$ cat src/ufbd_pkg.sv
// Shared constants, payload types and the sixteenths rounding function for
// the UART fractional baud divisor. No dependencies.
package ufbd_pkg;

  localparam longint unsigned CLK_HZ     = 64'd32000000;
  localparam int              SCALE      = 100;
  localparam int              OVERSAMPLE = 16;
  localparam int              LAST_STEP  = 15;

  localparam int RATE_W  = 24;
  localparam int WHOLE_W = 16;
  localparam int FRAC_W  = 4;

  // Quotient of the scaled clock by the oversampled rate equals this
  // constant divided by the rate.
  localparam longint unsigned DIVIDEND_VAL = CLK_HZ * SCALE / OVERSAMPLE;
  localparam int QUOT_W  = $clog2(DIVIDEND_VAL + 1);
  localparam logic [QUOT_W-1:0] DIVIDEND = QUOT_W'(DIVIDEND_VAL);
  localparam int QIDX_W  = $clog2(QUOT_W);

  // Quotient split into whole and hundredths by a reciprocal multiply.
  localparam int QWH_W       = $clog2(DIVIDEND_VAL / SCALE + 1);
  localparam int REM_W       = $clog2(SCALE);
  localparam int REM_EST_W   = $clog2(2 * SCALE);
  localparam int RECIP_SHIFT = 35;
  localparam longint unsigned RECIP_VAL = (64'd1 << RECIP_SHIFT) / SCALE;
  localparam int RECIP_W     = $clog2(RECIP_VAL + 1);
  localparam int PROD_W      = QUOT_W + RECIP_W;

  localparam logic [WHOLE_W-1:0] WHOLE_MAX = '1;
  localparam logic [FRAC_W-1:0]  FRAC_MAX  = FRAC_W'(LAST_STEP);

  localparam int DIV_BITS_DEF = 4;

  localparam logic [REM_W-1:0] SIXTEENTHS [0:LAST_STEP+1] = '{
    7'd0, 7'd6, 7'd13, 7'd19, 7'd25, 7'd31, 7'd38, 7'd44, 7'd50,
    7'd56, 7'd62, 7'd69, 7'd75, 7'd81, 7'd88, 7'd94, 7'd100
  };

  typedef struct packed {
    logic [QUOT_W-1:0] quot;
    logic              err;
  } div_res_t;

  typedef struct packed {
    logic [QWH_W-1:0] whole;
    logic [REM_W-1:0] rem;
    logic             err;
  } split_res_t;

  typedef struct packed {
    logic [WHOLE_W-1:0] whole;
    logic [FRAC_W-1:0]  frac;
    logic               err;
  } ufbd_res_t;

  // Rounds hundredths to the nearest sixteenth, ties low. A result of 16
  // means a carry into the whole part.
  function automatic logic [FRAC_W:0] round_frac(input logic [REM_W-1:0] rem);
    logic [FRAC_W:0] res;
    res = '0;
    for (int k = 0; k <= LAST_STEP; k++) begin
      if (rem >= SIXTEENTHS[k] && rem < SIXTEENTHS[k+1]) begin
        if ((rem - SIXTEENTHS[k]) <= (SIXTEENTHS[k+1] - rem)) begin
          res = (FRAC_W+1)'(k);
        end else begin
          res = (FRAC_W+1)'(k + 1);
        end
      end
    end
    return res;
  endfunction

endpackage

$ cat src/ufbd_if.sv
// Valid/ready channel interfaces for the rate input and the divisor result.
// Depends on ufbd_pkg.
interface ufbd_in_if import ufbd_pkg::*; ();
  logic              valid;
  logic              ready;
  logic [RATE_W-1:0] bit_rate;

  modport source(output valid, output bit_rate, input ready);
  modport sink(input valid, input bit_rate, output ready);
endinterface

interface ufbd_out_if import ufbd_pkg::*; ();
  logic               valid;
  logic               ready;
  logic [WHOLE_W-1:0] divisor_whole;
  logic [FRAC_W-1:0]  divisor_fraction;
  logic               rate_error;

  modport source(output valid, output divisor_whole, output divisor_fraction,
                 output rate_error, input ready);
  modport sink(input valid, input divisor_whole, input divisor_fraction,
               input rate_error, output ready);
endinterface

$ cat src/ufbd_divider.sv
// Pipelined restoring divider: the constant scaled clock divided by the rate,
// a fixed number of quotient bits per stage. Depends on ufbd_pkg.
module ufbd_divider import ufbd_pkg::*; #(
  parameter int BITS_PER_STAGE = DIV_BITS_DEF
) (
  input  logic              clk,
  input  logic              rst_n,
  input  logic              in_valid,
  output logic              in_ready,
  input  logic [RATE_W-1:0] in_rate,
  output logic              out_valid,
  input  logic              out_ready,
  output div_res_t          out_res
);

  localparam int STAGES = (QUOT_W + BITS_PER_STAGE - 1) / BITS_PER_STAGE;

  logic              v_r    [STAGES];
  logic [RATE_W-1:0] prem_r [STAGES];
  logic [QUOT_W-1:0] quot_r [STAGES];
  logic [RATE_W-1:0] den_r  [STAGES];
  logic              zero_r [STAGES];
  logic              stg_rdy[STAGES];

  genvar s;
  generate
    for (s = 0; s < STAGES; s++) begin : g_stage
      logic              src_valid;
      logic [RATE_W-1:0] src_prem;
      logic [QUOT_W-1:0] src_quot;
      logic [RATE_W-1:0] src_den;
      logic              src_zero;
      logic [RATE_W-1:0] prem_nxt;
      logic [QUOT_W-1:0] quot_nxt;
      logic              nxt_rdy;

      if (s == 0) begin : g_first
        assign src_valid = in_valid;
        assign src_prem  = '0;
        assign src_quot  = '0;
        assign src_den   = in_rate;
        assign src_zero  = (in_rate == '0);
      end else begin : g_rest
        assign src_valid = v_r[s-1];
        assign src_prem  = prem_r[s-1];
        assign src_quot  = quot_r[s-1];
        assign src_den   = den_r[s-1];
        assign src_zero  = zero_r[s-1];
      end

      if (s == STAGES - 1) begin : g_last_rdy
        assign nxt_rdy = out_ready;
      end else begin : g_mid_rdy
        assign nxt_rdy = stg_rdy[s+1];
      end

      assign stg_rdy[s] = !v_r[s] || nxt_rdy;

      // Each step brings down one dividend bit and subtracts the rate when
      // it fits; for a nonzero rate the partial remainder stays below the rate.
      always_comb begin
        logic [RATE_W:0] trial;
        int              idx;
        prem_nxt = src_prem;
        quot_nxt = src_quot;
        for (int b = 0; b < BITS_PER_STAGE; b++) begin
          idx = QUOT_W - 1 - s * BITS_PER_STAGE - b;
          if (idx >= 0) begin
            trial = {prem_nxt, DIVIDEND[idx[QIDX_W-1:0]]};
            if (trial >= {1'b0, src_den}) begin
              trial = trial - {1'b0, src_den};
              quot_nxt[idx[QIDX_W-1:0]] = 1'b1;
            end
            prem_nxt = trial[RATE_W-1:0];
          end
        end
      end

      always_ff @(posedge clk) begin
        if (!rst_n) begin
          v_r[s] <= 1'b0;
        end else if (stg_rdy[s]) begin
          v_r[s] <= src_valid;
        end
      end

      always_ff @(posedge clk) begin
        if (src_valid && stg_rdy[s]) begin
          prem_r[s] <= prem_nxt;
          quot_r[s] <= quot_nxt;
          den_r[s]  <= src_den;
          zero_r[s] <= src_zero;
        end
      end
    end
  endgenerate

  assign in_ready      = stg_rdy[0];
  assign out_valid     = v_r[STAGES-1];
  assign out_res.quot  = quot_r[STAGES-1];
  assign out_res.err   = zero_r[STAGES-1];

endmodule

$ cat src/ufbd_split.sv
// Splits the quotient into whole part and hundredths: a reciprocal multiply
// stage, then a multiply-back and single correction stage. Depends on ufbd_pkg.
module ufbd_split import ufbd_pkg::*; (
  input  logic       clk,
  input  logic       rst_n,
  input  logic       in_valid,
  output logic       in_ready,
  input  div_res_t   in_res,
  output logic       out_valid,
  input  logic       out_ready,
  output split_res_t out_res
);

  localparam logic [PROD_W-1:0] RECIP = PROD_W'(RECIP_VAL);

  logic              a_v_r;
  logic [QUOT_W-1:0] a_quot_r;
  logic [QWH_W-1:0]  a_west_r;
  logic              a_err_r;
  logic              b_v_r;
  split_res_t        b_res_r;

  logic              a_rdy;
  logic              b_rdy;
  logic [PROD_W-1:0] prod;
  logic [QUOT_W-1:0] back;
  logic [QUOT_W-1:0] rem_full;
  logic [REM_EST_W-1:0] rem_est;
  split_res_t        b_res_nxt;

  assign b_rdy = !b_v_r || out_ready;
  assign a_rdy = !a_v_r || b_rdy;

  // The reciprocal is rounded down, so the estimate is low by at most one.
  assign prod = PROD_W'(in_res.quot) * RECIP;

  always_ff @(posedge clk) begin
    if (!rst_n) begin
      a_v_r <= 1'b0;
    end else if (a_rdy) begin
      a_v_r <= in_valid;
    end
  end

  always_ff @(posedge clk) begin
    if (in_valid && a_rdy) begin
      a_quot_r <= in_res.quot;
      a_west_r <= prod[RECIP_SHIFT +: QWH_W];
      a_err_r  <= in_res.err;
    end
  end

  assign back     = QUOT_W'(a_west_r) * QUOT_W'(SCALE);
  assign rem_full = a_quot_r - back;
  assign rem_est  = rem_full[REM_EST_W-1:0];

  always_comb begin
    b_res_nxt.err = a_err_r;
    if (rem_est >= REM_EST_W'(SCALE)) begin
      b_res_nxt.whole = a_west_r + QWH_W'(1);
      b_res_nxt.rem   = REM_W'(rem_est - REM_EST_W'(SCALE));
    end else begin
      b_res_nxt.whole = a_west_r;
      b_res_nxt.rem   = rem_est[REM_W-1:0];
    end
  end

  always_ff @(posedge clk) begin
    if (!rst_n) begin
      b_v_r <= 1'b0;
    end else if (b_rdy) begin
      b_v_r <= a_v_r;
    end
  end

  always_ff @(posedge clk) begin
    if (a_v_r && b_rdy) begin
      b_res_r <= b_res_nxt;
    end
  end

  assign in_ready  = a_rdy;
  assign out_valid = b_v_r;
  assign out_res   = b_res_r;

endmodule

$ cat src/ufbd_round.sv
// Rounds the hundredths to sixteenths, applies the carry and saturates on
// error or whole-part overflow; holds the output register. Depends on ufbd_pkg.
module ufbd_round import ufbd_pkg::*; (
  input  logic       clk,
  input  logic       rst_n,
  input  logic       in_valid,
  output logic       in_ready,
  input  split_res_t in_res,
  output logic       out_valid,
  input  logic       out_ready,
  output ufbd_res_t  out_res
);

  logic              v_r;
  ufbd_res_t         res_r;
  ufbd_res_t         res_nxt;
  logic              rdy;
  logic [FRAC_W:0]   frac_rnd;
  logic [QWH_W:0]    whole_sum;

  assign rdy       = !v_r || out_ready;
  assign frac_rnd  = round_frac(in_res.rem);
  assign whole_sum = {1'b0, in_res.whole} + (QWH_W+1)'(frac_rnd[FRAC_W]);

  always_comb begin
    if (in_res.err || whole_sum > (QWH_W+1)'(WHOLE_MAX)) begin
      res_nxt.whole = WHOLE_MAX;
      res_nxt.frac  = FRAC_MAX;
      res_nxt.err   = 1'b1;
    end else begin
      res_nxt.whole = whole_sum[WHOLE_W-1:0];
      res_nxt.frac  = frac_rnd[FRAC_W-1:0];
      res_nxt.err   = 1'b0;
    end
  end

  always_ff @(posedge clk) begin
    if (!rst_n) begin
      v_r <= 1'b0;
    end else if (rdy) begin
      v_r <= in_valid;
    end
  end

  always_ff @(posedge clk) begin
    if (in_valid && rdy) begin
      res_r <= res_nxt;
    end
  end

  assign in_ready  = rdy;
  assign out_valid = v_r;
  assign out_res   = res_r;

endmodule

$ cat src/uart_fractional_baud_divisor.sv
// Top level of the UART fractional baud divisor. Depends on ufbd_pkg,
// ufbd_if, ufbd_divider, ufbd_split and ufbd_round.
//
// For each requested bit rate this block returns the 16x-oversampling
// divisor for a 32 MHz clock: the whole part, the fraction in sixteenths
// (nearest, ties low, carry into the whole part) and an error flag for a
// zero rate or a whole part above 16 bits, in which case the outputs read
// 65535 and 15. It accepts one transaction per cycle unless the pipeline is
// backed up by output back-pressure, and returns results in order. The
// pipelined restoring divider, one stage per BITS_PER_STAGE quotient bits,
// comes first, then two stages split off the hundredths and one stage
// rounds into the output register. Every stage only stalls when its
// successor is full, so bubbles are squeezed out under output back-pressure.
module uart_fractional_baud_divisor import ufbd_pkg::*; #(
  parameter int BITS_PER_STAGE = DIV_BITS_DEF
) (
  input  logic      clk,
  input  logic      rst_n,
  ufbd_in_if.sink   in_bus,
  ufbd_out_if.source out_bus
);

  logic       div_valid;
  logic       div_ready;
  div_res_t   div_res;
  logic       split_valid;
  logic       split_ready;
  split_res_t split_res;
  ufbd_res_t  fin_res;

  ufbd_divider #(
    .BITS_PER_STAGE(BITS_PER_STAGE)
  ) u_divider (
    .clk      (clk),
    .rst_n    (rst_n),
    .in_valid (in_bus.valid),
    .in_ready (in_bus.ready),
    .in_rate  (in_bus.bit_rate),
    .out_valid(div_valid),
    .out_ready(div_ready),
    .out_res  (div_res)
  );

  ufbd_split u_split (
    .clk      (clk),
    .rst_n    (rst_n),
    .in_valid (div_valid),
    .in_ready (div_ready),
    .in_res   (div_res),
    .out_valid(split_valid),
    .out_ready(split_ready),
    .out_res  (split_res)
  );

  ufbd_round u_round (
    .clk      (clk),
    .rst_n    (rst_n),
    .in_valid (split_valid),
    .in_ready (split_ready),
    .in_res   (split_res),
    .out_valid(out_bus.valid),
    .out_ready(out_bus.ready),
    .out_res  (fin_res)
  );

  assign out_bus.divisor_whole    = fin_res.whole;
  assign out_bus.divisor_fraction = fin_res.frac;
  assign out_bus.rate_error       = fin_res.err;

endmodule

$ cat src/flat_wrapper.sv
// flat-port wrapper written by rule: the top's interface ports become plain ports
module uart_fractional_baud_divisor_flat import ufbd_pkg::*;
#(
  parameter int BITS_PER_STAGE = DIV_BITS_DEF
)
  (clk, rst_n, in_bus_valid, in_bus_bit_rate, in_bus_ready, out_bus_valid, out_bus_divisor_whole, out_bus_divisor_fraction, out_bus_rate_error, out_bus_ready);
  ufbd_in_if in_bus_i ();
  ufbd_out_if out_bus_i ();
  input  logic clk;
  input  logic rst_n;
  input wire logic [$bits(in_bus_i.valid)-1:0] in_bus_valid;
  input wire logic [$bits(in_bus_i.bit_rate)-1:0] in_bus_bit_rate;
  output wire logic [$bits(in_bus_i.ready)-1:0] in_bus_ready;
  output wire logic [$bits(out_bus_i.valid)-1:0] out_bus_valid;
  output wire logic [$bits(out_bus_i.divisor_whole)-1:0] out_bus_divisor_whole;
  output wire logic [$bits(out_bus_i.divisor_fraction)-1:0] out_bus_divisor_fraction;
  output wire logic [$bits(out_bus_i.rate_error)-1:0] out_bus_rate_error;
  input wire logic [$bits(out_bus_i.ready)-1:0] out_bus_ready;
  assign in_bus_i.valid = in_bus_valid;
  assign in_bus_i.bit_rate = in_bus_bit_rate;
  assign in_bus_ready = in_bus_i.ready;
  assign out_bus_valid = out_bus_i.valid;
  assign out_bus_divisor_whole = out_bus_i.divisor_whole;
  assign out_bus_divisor_fraction = out_bus_i.divisor_fraction;
  assign out_bus_rate_error = out_bus_i.rate_error;
  assign out_bus_i.ready = out_bus_ready;
  uart_fractional_baud_divisor #(.BITS_PER_STAGE(BITS_PER_STAGE)) u_core (.clk(clk), .rst_n(rst_n), .in_bus(in_bus_i), .out_bus(out_bus_i));
endmodule
$ cat config.mk
export PLATFORM = sky130hd
export DESIGN_NAME = uart_fractional_baud_divisor_flat
export DESIGN_NICKNAME = d
export VERILOG_FILES = /design/src/ufbd_pkg.sv /design/src/ufbd_if.sv /design/src/ufbd_divider.sv /design/src/ufbd_split.sv /design/src/ufbd_round.sv /design/src/uart_fractional_baud_divisor.sv /design/src/flat_wrapper.sv
export SDC_FILE = /design/constraint.sdc
export NUM_CORES = 2
export LEC_CHECK = 0
export BUFFER_PORTS_ARGS = -buffer_cell sky130_fd_sc_hd__buf_2
export CORE_MARGIN = 2
export CORE_UTILIZATION = 51
export DETAILED_ROUTE_END_ITERATION = 12
export PLACE_DENSITY_LB_ADDON = 0.15
export SLEW_MARGIN = 5
export SYNTH_ARGS = -nofsm -noshare
export SYNTH_HDL_FRONTEND = slang
export SYNTH_HIERARCHICAL = 1
export SYNTH_SLANG_ARGS = --single-unit
$ cat constraint.sdc
create_clock -name clk -period 31.1 [get_ports clk]
set_input_delay 6.22 -clock clk [delete_from_list [all_inputs] [get_ports clk]]
set_output_delay 6.22 -clock clk [all_outputs]
set_load 0.01 [all_outputs]
# == Yosys cells after proc, flatten, opt, wreduce, memory -nomap -nowiden ==
# Memory sizes are Yosys's and may differ from the RTL's. A register that Yosys moved wholly into a read port is not among the register bits.
# Cells that the tools add are included.
# word_totals
mem_count,5
out_inout_bits,23
ram_bits,546
ff_bits,82
# op_classes
muxes,133
magnitude_cmp,78
n_addsub,63
n_reduce_logical,48
mul,2
n_bitwise,7
# memory_table
name,depth,width,read_ports,rd_clocked_by_memory_dff,wr,line_no,source
u_core.u_divider.quot_r,7,28,7,0,7,ufbd_divider.sv:20,logic [QUOT_W-1:0] quot_r [STAGES];
u_core.u_divider.den_r,7,24,6,0,7,ufbd_divider.sv:21,logic [RATE_W-1:0] den_r [STAGES];
u_core.u_divider.prem_r,7,24,6,0,7,ufbd_divider.sv:19,logic [RATE_W-1:0] prem_r [STAGES];
u_core.u_divider.v_r,7,1,7,0,7,ufbd_divider.sv:18,logic v_r [STAGES];
u_core.u_divider.zero_r,7,1,7,1,7,ufbd_divider.sv:22,logic zero_r [STAGES];
# ops
operator,n
$ge A25 B24 Y1,27
$mux W24,28
$sub A24 B24 Y24,27
$le A7 B7 Y1,16
$mux W1,81
$mux W5,16
$mul A28 B29 Y56 const B,1
$lt A7 B7 Y1 const B,6
$sub A7 B7 Y7 const A,6
$sub A7 B7 Y7 const B,6
$ge A7 B6 Y1 const B,5
$ge A7 B7 Y1 const B,5
$lt A7 B6 Y1 const B,5
$sub A6 B7 Y7 const A,5
$sub A7 B6 Y7 const B,5
$mux W28,1
$logic_and A1 B1 Y1,26
$ge A1 B24 Y1 const A,1
$logic_not A24 Y1,1
$sub A1 B24 Y24 const A,1
$add A21 B1 Y22,1
$gt A22 B16 Y1 const B,1
$add A21 B1 Y21 const B,1
$ge A7 B5 Y1 const B,3
21 further kinds,56

# == Longest topological paths before layout ==
# depth
ltp_word,23
ltp_mapped,55

# == Modules after synthesis ==
# Netlist, hierarchy kept.
# by_module_without_submodules
module,cells_per_inst,seq_area_each_um2,area_per_inst_um2,n_inst
ufbd_divider,5671,12421.9,49462.4,1
ufbd_split,1463,1811.7,15061.9,1
ufbd_round,657,650.6,5149.9,1

# == Worst setup path after synthesis ==
# Ideal clock, no wire load.
# synth_timing
path_type,in2reg
startpoint,input in_bus_bit_rate[6]
endpoint,memory u_core.u_divider.prem_r[0][10] (data pin)
stages,40
required_ns,30.840
arrival_time_ns,14.800
slack_ns,16.040
setup_time_ns,0.260
path_cell_list,nor4_1 nand4_1 or4_1 clkbuf_1 nor2_1 ha_1 and2_1 a31oi_1 nand4b_1 a31oi_1 a211oi_1 o21ai_0 and2_1 clkbuf_1 inv_2 buf_1 a21o_1 ha_1 [4 not listed] o211ai_1 a31oi_1 a311oi_2 inv_2 clkbuf_1 mux2_2 ha_1 a21o_1 a21o_1 a221oi_1 o21ai_0 a41oi_1 nand2_1 a211o_1 a211o_1 clkbuf_1 buf_2 mux2_2
# synth_lines
element,line_no,source
"start, declared",flat_wrapper.sv:12,input wire logic [$bits(in_bus_i.bit_rate)-1:0] in_bus_bit_rate;
"end, declared",ufbd_divider.sv:19,

==> impl_metrics.ini <==
[die]
dieArea_um2 = 140000
core_um2 = 135000
initial_utilization_pct = 51.4
dieHeight_um = 374
io_pins = 51
rows = 135
die_w_um = 374

[clock_tree]
cts_tree = yes
htree_levels = 2
cts_resized = 0
cts.sinks = 497
cts_buffer_depth = 3
hold_buffers = 0
root_buffer = clkbuf_16
cts_buffers = 59
path_clk_slew_ns = 0.08
insertion_delay_ns = 0.69
post_cts_buffers = 0

[worst_hold_path]
hp-start = u_core/u_divider/quot_r[5][4]$_DFFE_PP_
min_path_type = reg2reg

[setup_path]
crit_path_max_incr_delay_ns = 0.73
cp_max_fo = 25
worst_path_max_delay_cell = nor3_2
crit_type = in2reg
cp-start-kind = input pin
cp_data_arrival_time_ns = 17.34
path_buf_inv = 5
cp-startpoint = in_bus_bit_rate[2]
cp-end-kind = flip-flop
r2r-start = u_core/u_divider/den_r[2][18]$_DFFE_PP_
cpMostUsedCell = o21ai_0
crit_required_ns = 31.52
crit_family = compound AO/OA/AOI/OAI gates

[final_layout]
area_growth_pct = 6.02
nFillCells = 12557
drive_above_1_share_pct = 7.70
diodes = 0
nNetsFinal = 9140
final-seq-area_um2 = 14900
multi_input_area_um2 = 50900
final_cell_area_um2 = 73900

[timing]
final_max_slew_viol_count = 0
fin_skew_ns = 0.0609
rsz0062_at_grt = no
min_period_ns = 16.92
fin_setup_tns_ns = 0
relSlewSlack_pct = 26.3
fmax_mhz = 59.1
hold_viol_final = 0
finalCritPeriodShare_pct = 54.4
setup_viol = 0
tightest_slew_ns = 1.10

[synth]
synth_area_um2 = 69700
yosysUniqueCellTypes = 104
synth_edf_count = 493
synth_largest_area_cell = edfxtp_1
yosysSeqAreaShare_pct = 21.4
yosysWarnings = 6
syn_nets = 9136
postSynth.asyncResetShare_pct = 0
ys_seq_elements = 497
syn_area_per_cell_um2 = 8.94
synth_top_area_share_pct = 21.2
synth_flop_cell = edfxtp_1
postSynthCellCount = 7791
synth_area_leaders = edfxtp_1 (21%), ha_1 (18%), fa_1 (8.3%)

[detailed_routing]
via_per_inst = 6.01
wl_per_cell_um = 20.8
dr.pass1.iters = 8
ant_nets = 0
drt-total-wl_um = 200000
vias = 57828
first_iter_violations = 4476
drc = 0

[status]
status = complete, no violations

[placed_design]
place_congestion = 0.942
place_area_um2 = 71900
portBuffers = 50
place_hpwl_um = 164000

[grt]
grt_pass1_vias = 56520
track_usage_pct = 28.0
grt_max_degree = 74
grt-ovfl-total = 0
grt_pass1_wl_um = 313000
grt_antenna_before_repair = 3

[flow_run]
maxCapViolations = 0
[routing by layer]
layer  track usage [%]  part of all wire, %  vias to the layer above
met5                 0                    0                        -
met2              47.3                   47                     1544
met3              2.57                  4.7                      322
met4              9.40                  3.7                        0
met1              37.5                   45                    27816
li1                  -                    -                    28146
[worst paths after layout]
path	to	slack, ns	cells past startpoint
min	u_core/u_divider/quot_r[6][4]$_DFFE_PP_	0.40	0
max	u_core/u_divider/prem_r[0][17]$_DFFE_PP_	14.19	38
max reg2reg	u_core/u_divider/prem_r[3][23]$_DFFE_PP_	16.57	44
min reg2reg	u_core/u_divider/quot_r[6][4]$_DFFE_PP_	0.40	0
[metrics by stage]
step | hold WS, ns | utilization, % | cells | setup WS, ns
finish | 0.401 | 54.5 | 9622 | 14.19
global placement | 0.400 | 53.1 | 9515 | 13.58
floorplan | 0.400 | - | 7791 | 16.04
detailed placement | 0.405 | 53.1 | 9515 | 13.63
CTS | 0.399 | 54.5 | 9622 | 14.33
global route | 0.407 | 54.5 | 9622 | 13.45
[state kept, by name, indices dropped and copies added (netlist names)]
| register | flops |
|---|---|
| u_core/u_divider/den_r | 144 |
| u_core/u_divider/v_r | 7 |
| u_core/u_divider/zero_r | 7 |
| u_core/u_split/out_res | 29 |
| u_core/u_divider/prem_r | 144 |
| u_core/u_split/a_v_r | 1 |
| u_core/u_split/a_err_r | 1 |
| u_core/u_split/out_valid | 1 |
| u_core/u_split/a_west_r | 21 |
| u_core/u_divider/quot_r | 112 |
| u_core/u_round/out_valid | 1 |
| u_core/u_round/out_res | 21 |
| u_core/u_split/a_quot_r | 8 |
[cell type report]
class / count / share of cell area, %
sequential: 497 / 20.2
clock inverter: 40 / 0.630
inverter: 872 / 4.43
clock buffer: 67 / 2.04
multi-input combinational: 6272 / 69.0
timing repair buffer: 93 / 0.776
tap: 1781 / 3.02
[placed cells by master (no fill, tap or decap), types with 67 or more instances in the layout]
master,netlist,layout
ha_1,1028,1028
inv_1,861,861
a21oi_1,587,587
nor2_1,517,516
edfxtp_1,493,493
nand2_1,488,488
xnor2_1,454,454
o21ai_0,365,365
mux2_2,296,296
a21o_1,293,293
fa_1,289,289
xor2_1,176,176
nand3_1,172,172
nor3_1,126,125
o21a_1,110,110
nand4_1,102,102
nor2b_1,100,94
a31oi_1,85,85
nand2b_1,81,81
o21bai_1,68,68
and2_1,69,67
[Yosys cell counts (25+ instances only)]
library cell	instances
a21o_1	293
clkbuf_1	84
a21boi_0	25
xnor2_1	454
nand2_1	488
o211ai_1	44
a211o_1	31
o31ai_1	49
and3_1	64
mux2i_1	33
nor3_1	126
or2_2	46
nand3_1	172
fa_1	289
nor2b_1	100
buf_2	33
nor4_1	42
a21oi_1	587
inv_1	861
o21a_1	110
nor2_1	517
nand4_1	102
or3_1	36
a211oi_1	59
o21bai_1	68
a31oi_1	85
xor2_1	176
nand2b_1	81
o21ai_0	365
edfxtp_1	493
ha_1	1028
and2_1	69
mux2_2	296
[cell families (layout without fill, tap and decap cells)]
kind of cell	after synthesis	count (layout)	synth area share, %
XOR/XNOR	631	631	7.94
AO/OA/AOI/OAI	2027	2027	19.0
multiplexers	358	358	5.76
AND/OR/NAND/NOR	1939	1939	13.5
adder cells (fa/ha/maj)	1317	1317	26.8
flip-flops	497	497	21.4
buffers and inverters	1022	1072	5.64
Power is not shown: default switching activity piles up to over one toggle a cycle in this logic, so the estimate is an artifact.
